### config.mk
export PLATFORM = sky130hd
export DESIGN_NAME = unsigned_alu_with_error_flags_core
export DESIGN_NICKNAME = d
export VERILOG_FILES = /design/src/rtl/core/ualu_pkg.sv /design/src/rtl/core/ualu_front.sv /design/src/rtl/core/ualu_back.sv /design/src/rtl/core/unsigned_alu_with_error_flags_core.sv
export SDC_FILE = /design/constraint.sdc
export NUM_CORES = 2
export LEC_CHECK = 0
export ABC_AREA = 1
export BUFFER_PORTS_ARGS = -buffer_cell sky130_fd_sc_hd__buf_2
export CAP_MARGIN = 10
export CORE_MARGIN = 2
export CORE_UTILIZATION = 40
export DETAILED_ROUTE_END_ITERATION = 8
export HOLD_SLACK_MARGIN = 0.12
export SYNTH_ARGS = -nofsm -noshare
export SYNTH_HDL_FRONTEND = slang
export SYNTH_HIERARCHICAL = 1
export SYNTH_SLANG_ARGS = --single-unit
### constraint.sdc
create_clock -name clk_i -period 20.1 [get_ports clk_i]
set_input_delay 0 -clock clk_i [delete_from_list [all_inputs] [get_ports clk_i]]
set_output_delay 0 -clock clk_i [all_outputs]
set_load 0.05 [all_outputs]
### src/rtl/core/ualu_pkg.sv
// Package for the unsigned ALU core: widths, operation codes and the queue entry type.
// No dependencies.
package ualu_pkg;
  localparam int unsigned DataWidth = 32;
  localparam int unsigned ShWidth = $clog2(DataWidth);
  localparam int unsigned QueueDepth = 2;
  localparam int unsigned PtrWidth = $clog2(QueueDepth);
  localparam int unsigned DivSteps = DataWidth;
  localparam int unsigned DivCntWidth = $clog2(DivSteps + 1);

  typedef enum logic [3:0] {
    OpAddChk = 4'd0, OpAdd = 4'd1, OpSubChk = 4'd2, OpSub = 4'd3,
    OpMulChk = 4'd4, OpMul = 4'd5, OpDiv = 4'd6, OpRem = 4'd7,
    OpEq = 4'd8, OpGt = 4'd9, OpAnd = 4'd10, OpOr = 4'd11,
    OpXor = 4'd12, OpNot = 4'd13, OpShl = 4'd14, OpShr = 4'd15
  } op_e;

  // Operation class chosen by the front end.
  typedef enum logic [2:0] {
    ClsSimple = 3'b001, ClsMul = 3'b010, ClsDiv = 3'b100
  } cls_e;

  typedef struct packed {
    op_e                  op;
    cls_e                 cls;
    logic [DataWidth-1:0] a;
    logic [DataWidth-1:0] b;
  } entry_t;
endpackage

### src/rtl/core/ualu_front.sv
// Front end of the unsigned ALU: accepts words, classifies them and queues them.
// Depends on ualu_pkg.
module ualu_front import ualu_pkg::*; (
  input  logic                 clk_i,
  input  logic                 rst_ni,
  input  logic                 valid_i,
  output logic                 stall_o,
  input  logic [3:0]           action_i,
  input  logic [DataWidth-1:0] operand_a_i,
  input  logic [DataWidth-1:0] operand_b_i,
  output logic                 q_valid_o,
  input  logic                 q_pop_i,
  output entry_t               q_entry_o
);
  entry_t                 mem_q [QueueDepth];
  logic [PtrWidth-1:0]    wr_q, wr_d, rd_q, rd_d;
  logic [PtrWidth:0]      cnt_q, cnt_d;
  logic                   push;
  logic                   pop;
  entry_t                 in_entry;
  cls_e                   cls;

  always_comb begin
    unique case (op_e'(action_i))
      OpMulChk, OpMul: cls = ClsMul;
      OpDiv, OpRem:    cls = ClsDiv;
      default:         cls = ClsSimple;
    endcase
  end

  assign in_entry = '{op: op_e'(action_i), cls: cls, a: operand_a_i, b: operand_b_i};
  assign stall_o = (cnt_q == (PtrWidth+1)'(QueueDepth));
  assign push = valid_i && !stall_o;
  assign q_valid_o = (cnt_q != '0);
  assign pop = q_pop_i && q_valid_o;
  assign q_entry_o = mem_q[rd_q];

  assign wr_d = push ? wr_q + 1'b1 : wr_q;
  assign rd_d = pop ? rd_q + 1'b1 : rd_q;
  assign cnt_d = cnt_q + {{PtrWidth{1'b0}}, push} - {{PtrWidth{1'b0}}, pop};

  always_ff @(posedge clk_i or negedge rst_ni) begin
    if (!rst_ni) begin
      wr_q <= '0;
      rd_q <= '0;
      cnt_q <= '0;
    end else begin
      wr_q <= wr_d;
      rd_q <= rd_d;
      cnt_q <= cnt_d;
    end
  end

  always_ff @(posedge clk_i) begin
    if (push) begin
      mem_q[wr_q] <= in_entry;
    end
  end
endmodule

### src/rtl/core/ualu_back.sv
// Back end of the unsigned ALU: combinational simple ops, a registered multiplier
// and an iterative restoring divider, with a result register. Depends on ualu_pkg.
module ualu_back import ualu_pkg::*; (
  input  logic                 clk_i,
  input  logic                 rst_ni,
  input  logic                 q_valid_i,
  output logic                 q_pop_o,
  input  entry_t               q_entry_i,
  output logic                 valid_o,
  input  logic                 stall_i,
  output logic [DataWidth-1:0] result_value_o,
  output logic                 error_flag_o
);
  localparam int unsigned Dw2 = 2 * DataWidth;

  // Output register.
  logic                 out_vld_q;
  logic [DataWidth-1:0] out_val_q;
  logic                 out_err_q;
  logic                 out_free;
  logic                 out_load;

  // Multiplier stage.
  logic                 mul_busy_q;
  logic                 mul_chk_q;
  logic [Dw2-1:0]       prod_q;

  // Divider.
  logic                   div_busy_q, div_done_q;
  logic                   div_rem_q, div_zero_q;
  logic [DivCntWidth-1:0] div_cnt_q;
  logic [DataWidth-1:0]   div_quo_q, div_b_q;
  logic [DataWidth-1:0]   div_r_q;
  logic [DataWidth+1:0]   trial;

  logic                   busy;
  logic                   take;
  logic [DataWidth:0]     sum_ext, dif_ext;
  logic [DataWidth-1:0]   simple_val, a, b;
  logic                   simple_err;
  logic                   big_sh;

  assign out_free = !out_vld_q || !stall_i;
  assign busy = mul_busy_q || div_busy_q;
  assign take = q_valid_i && !busy && out_free;
  assign q_pop_o = take;
  assign a = q_entry_i.a;
  assign b = q_entry_i.b;
  assign sum_ext = {1'b0, a} + {1'b0, b};
  assign dif_ext = {1'b0, a} - {1'b0, b};
  assign big_sh = (b > DataWidth'(DataWidth - 1));
  assign out_load = (take && q_entry_i.cls == ClsSimple) || (mul_busy_q && out_free) ||
                    (div_busy_q && div_done_q && out_free);

  always_comb begin
    simple_err = 1'b0;
    unique case (q_entry_i.op)
      OpAddChk: begin
        simple_val = sum_ext[DataWidth-1:0];
        simple_err = sum_ext[DataWidth];
      end
      OpAdd:    simple_val = sum_ext[DataWidth-1:0];
      OpSubChk: begin
        simple_val = dif_ext[DataWidth-1:0];
        simple_err = dif_ext[DataWidth];
      end
      OpSub:    simple_val = dif_ext[DataWidth-1:0];
      OpEq:     simple_val = DataWidth'(a == b);
      OpGt:     simple_val = DataWidth'(a > b);
      OpAnd:    simple_val = a & b;
      OpOr:     simple_val = a | b;
      OpXor:    simple_val = a ^ b;
      OpNot:    simple_val = ~a;
      OpShl:    simple_val = big_sh ? '0 : a << b[ShWidth-1:0];
      OpShr:    simple_val = big_sh ? '0 : a >> b[ShWidth-1:0];
      default:  simple_val = '0;
    endcase
  end

  // The shifted partial remainder can reach 33 bits, so the trial needs a separate sign bit.
  assign trial = {1'b0, div_r_q, div_quo_q[DataWidth-1]} - {2'b00, div_b_q};

  always_ff @(posedge clk_i or negedge rst_ni) begin
    if (!rst_ni) begin
      out_vld_q <= 1'b0;
      mul_busy_q <= 1'b0;
      div_busy_q <= 1'b0;
      div_done_q <= 1'b0;
      div_cnt_q <= '0;
    end else begin
      if (out_load) out_vld_q <= 1'b1;
      else if (!stall_i) out_vld_q <= 1'b0;
      if (take) begin
        unique case (q_entry_i.cls)
          ClsMul: mul_busy_q <= 1'b1;
          ClsDiv: begin
            div_busy_q <= 1'b1;
            div_done_q <= (b == '0);
            div_cnt_q <= '0;
          end
          default: ;
        endcase
      end
      if (mul_busy_q && out_free) begin
        mul_busy_q <= 1'b0;
      end
      if (div_busy_q && !div_done_q) begin
        div_cnt_q <= div_cnt_q + 1'b1;
        if (div_cnt_q == DivCntWidth'(DivSteps - 1)) div_done_q <= 1'b1;
      end
      if (div_busy_q && div_done_q && out_free) begin
        div_busy_q <= 1'b0;
      end
    end
  end

  always_ff @(posedge clk_i) begin
    if (take) begin
      unique case (q_entry_i.cls)
        ClsMul: begin
          prod_q <= a * b;
          mul_chk_q <= (q_entry_i.op == OpMulChk);
        end
        ClsDiv: begin
          div_rem_q <= (q_entry_i.op == OpRem);
          div_zero_q <= (b == '0);
          div_b_q <= b;
          div_quo_q <= a;
          div_r_q <= '0;
        end
        default: begin
          out_val_q <= simple_val;
          out_err_q <= simple_err;
        end
      endcase
    end
    if (mul_busy_q && out_free) begin
      out_val_q <= prod_q[DataWidth-1:0];
      out_err_q <= mul_chk_q && (prod_q[Dw2-1:DataWidth] != '0);
    end
    // One quotient bit per cycle; the dividend shifts out as quotient bits shift in.
    if (div_busy_q && !div_done_q) begin
      if (!trial[DataWidth+1]) begin
        div_r_q <= trial[DataWidth-1:0];
        div_quo_q <= {div_quo_q[DataWidth-2:0], 1'b1};
      end else begin
        div_r_q <= {div_r_q[DataWidth-2:0], div_quo_q[DataWidth-1]};
        div_quo_q <= {div_quo_q[DataWidth-2:0], 1'b0};
      end
    end
    if (div_busy_q && div_done_q && out_free) begin
      out_err_q <= div_zero_q;
      out_val_q <= div_zero_q ? '0 :
                   (div_rem_q ? div_r_q : div_quo_q);
    end
  end

  assign valid_o = out_vld_q;
  assign result_value_o = out_val_q;
  assign error_flag_o = out_err_q;
endmodule

### src/rtl/core/unsigned_alu_with_error_flags_core.sv
// Unsigned ALU core. Add, sub, compare, logic and shifts: one word per cycle while
// the output is not stalled. Mul: no new word until the product of the registered
// multiplier stage is in the result register. Div and rem: radix-2 divider
// (one quotient bit per cycle), no new word until done; zero divisors skip steps.
// Reset (rst_ni, asynchronous, active low) empties the queue and clears all valids.
module unsigned_alu_with_error_flags_core import ualu_pkg::*; (
  input  logic                 clk_i,
  input  logic                 rst_ni,
  input  logic                 valid_i,
  output logic                 stall_o,
  input  logic [3:0]           action_i,
  input  logic [DataWidth-1:0] operand_a_i,
  input  logic [DataWidth-1:0] operand_b_i,
  output logic                 valid_o,
  input  logic                 stall_i,
  output logic [DataWidth-1:0] result_value_o,
  output logic                 error_flag_o
);
  logic   q_valid;
  logic   q_pop;
  entry_t q_entry;

  ualu_front u_front (
    .clk_i, .rst_ni, .valid_i, .stall_o, .action_i, .operand_a_i, .operand_b_i,
    .q_valid_o(q_valid), .q_pop_i(q_pop), .q_entry_o(q_entry)
  );

  ualu_back u_back (
    .clk_i, .rst_ni, .q_valid_i(q_valid), .q_pop_o(q_pop), .q_entry_i(q_entry),
    .valid_o, .stall_i, .result_value_o, .error_flag_o
  );

  a_pop_needs_entry: assert property (@(posedge clk_i) disable iff (!rst_ni)
    q_pop |-> q_valid) else $error("queue popped while empty");
  a_out_hold: assert property (@(posedge clk_i) disable iff (!rst_ni)
    valid_o && stall_i |=> valid_o && $stable(result_value_o) && $stable(error_flag_o))
    else $error("stalled result changed");
  a_cmp_bool: assert property (@(posedge clk_i) disable iff (!rst_ni)
    q_pop && (q_entry.op == OpEq || q_entry.op == OpGt)
    |=> result_value_o[DataWidth-1:1] == '0) else $error("compare result not 0 or 1");
endmodule
==> results.cfg <==
[worst_setup_path]
arrival_ns = 9.71
cpMaxStageDelayCell = buf_4
worstPathMaxFanout = 63
end_kind = register
critPathTopFamily = adder cells
path_common_cell = fa_1
path_buf_inv = 6
cp.required_ns = 20.52
timing_worst_setup_path_type = reg2reg
critPathMaxStageDelay_ns = 0.64
start_kind = register

[drt]
wirelength_um = 253000
drt_iter0_drc = 5171
wire_per_inst_um = 25.1
postRouteAntennaNets = 0
drc = 0
dr.pass1.iters = 6
dr_total_vias = 53826
routed_via_density = 5.35

[placed_design]
portBuffers = 106
place.gp.congestion = 1.03
hpwl_um = 191000

[sta]
slew_violations = 0
relSlewSlack = 0.169
fmax_mhz = 108
skew_ns = 0.0585
setup_viol = 0
fin_crit_ns = 9.28
hold_viol_final = 0
period_share = 0.462
rsz0062_at_grt = no
fin_setup_tns_ns = 0
worst_pin_slew_ns = 1.25

[worst_hold_path]
worstHoldPathType = in2reg

[die]
die_area_sq_um = 154000
die_x_um = 392
io_pins = 107
rows = 142
initial_utilization = 0.403
fp.dieH_um = 392
design.core.area_sq_um = 150000

[cts]
clk-insertion-delay-late_ns = 0.66
tritoncts = yes
clockBufferDepth = 3
cts_max_level = 2
cts.sinks = 352
cts_root_buffer = clkbuf_16
clk_pin_slew_ns = 0.06
cts_buffers = 45

[logic_synthesis]
syn_avg_cell_area_sq_um = 7.55
ys.flop_type = edfxtp_1
async_reset_ff_frac = 0.0398
synth_area_sq_um = 60300
ys_seq_elements = 352
ys_warn_count = 6
synth_cells = 7986
ys_types = 63
synth-edff-count = 338
synth_nets = 9353
seq_area_frac_synth = 0.174

[outcome]
run_status = finished, final reports clean

[grt]
grt_pass1_vias = 55092
grt_max_degree = 88
antenna_found_initial = 21
grt_remaining_overflow = 0
grt_use_total = 0.332
grt_pass1_wl_um = 370000

[finish]
layout_commonest_cell = nand2_1
layout_common_cells = 2368 x nand2_1, 1923 x inv_1, 898 x fa_1
final_layout_size_suffix_gt1_frac = 0.0500
nets = 9373
area_growth_pct = 8.20
fill_cells = 15204

[flow_run]
max_cap_violations = 0
area by class of cell:
class / count / area [sq um] / area share
inverter: 1942 / 7300 / 0.112
sequential: 352 / 10500 / 0.161
timing repair buffer: 330 / 2520 / 0.0386
tap: 2016 / 2520 / 0.0386
antenna: 5 / 12.5 / 0.000192
clock inverter: 26 / 256 / 0.00393
multi-input combinational: 5335 / 41000 / 0.628
clock buffer: 57 / 1170 / 0.0179
path summary, 6_finish.rpt:
kind	from	end	depth (start not counted)	slack, ns
min reg2reg	u_front/wr_q$_DFFE_PN0P_	u_front/wr_q$_DFFE_PN0P_	2	0.47
max in group asynchronous	rst_ni	u_front/rd_q$_DFFE_PN0P_	3	19.06
max	u_front/rd_q$_DFFE_PN0P_	u_back/prod_q[46]$_DFFE_PP_	25	10.82
max reg2reg	u_front/rd_q$_DFFE_PN0P_	u_back/prod_q[46]$_DFFE_PP_	25	10.82
min	operand_b_i[23]	u_front/mem_q[1][23]$_DFFE_PP_	2	0.13
min in group asynchronous	rst_ni	u_back/div_cnt_q[3]$_DFFE_PN0P_	3	0.53
per-layer routing:
metal,track usage,wire (um),vias to the layer above
li1,-,-,23971
met1,0.421,99000,26769
met2,0.536,116000,2490
met3,0.0550,20800,588
met4,0.191,17000,8
met5,0,46,-
stage by stage:
| step | std cells | util | area (sq um) | hold WS [ns] | setup slack [ns] |
|---|---|---|---|---|---|
| floorplan | 7986 | - | 60300 | -0.296 | 12.68 |
| global placement | 9853 | 0.418 | 62600 | -0.0743 | 11.02 |
| detailed placement | 9853 | 0.418 | 62600 | -0.0638 | 11.00 |
| CTS | 10058 | 0.436 | 65300 | 0.120 | 10.96 |
| global route | 10059 | 0.436 | 65300 | 0.125 | 10.60 |
| finish | 10063 | 0.436 | 65300 | 0.135 | 10.82 |
synthesized netlist by cell type (25+ instances only):
master       n  share of area
nand2_1   2393           0.15
inv_1     1927           0.12
fa_1       898           0.30
nand3_1    429          0.036
ha_1       397          0.082
edfxtp_1   338           0.17
nor2_1     328          0.020
a21oi_1    232          0.019
clkbuf_1   228          0.014
o21ai_0    186          0.015
buf_2       78         0.0065
nand4_1     49         0.0051
xor2_1      48         0.0070
nor3_1      41         0.0034
o21ai_1     41         0.0034
mux2_2      31         0.0058
o22ai_1     28         0.0029
o21bai_1    25         0.0031
sequential cells by signal, indices dropped and copies added (netlist names), 2 cells and up:
signal	flops
u_front/mem_q	142
u_back/div_b_q	32
u_back/result_value_o	32
u_back/prod_q	64
u_front/cnt_q	2
u_back/div_r_q	32
u_back/div_cnt_q	6
u_back/div_quo_q	32
what timing repair did:
action	4_1_cts	5_1_grt
buffers inserted	0	0
hold endpoints to repair	164	0
gates resized for setup	0	0
hold buffers	122	0
logic make-up (layout without fill, tap and decap cells):
kind of cell,count (synthesis),after routing,share of synthesized area
simple gates,3310,3310,0.222
buf+inv,2299,2355,0.148
fa+ha+maj,1295,1295,0.380
compound gates,629,629,0.0595
flops,352,352,0.174
xor+xnor,70,70,0.0102
mux,31,31,0.00579
other cells,0,5,0
Power is left out: the tool's default activity adds up to more than one toggle a clock period on the data nets, which glitch-free logic cannot reach.
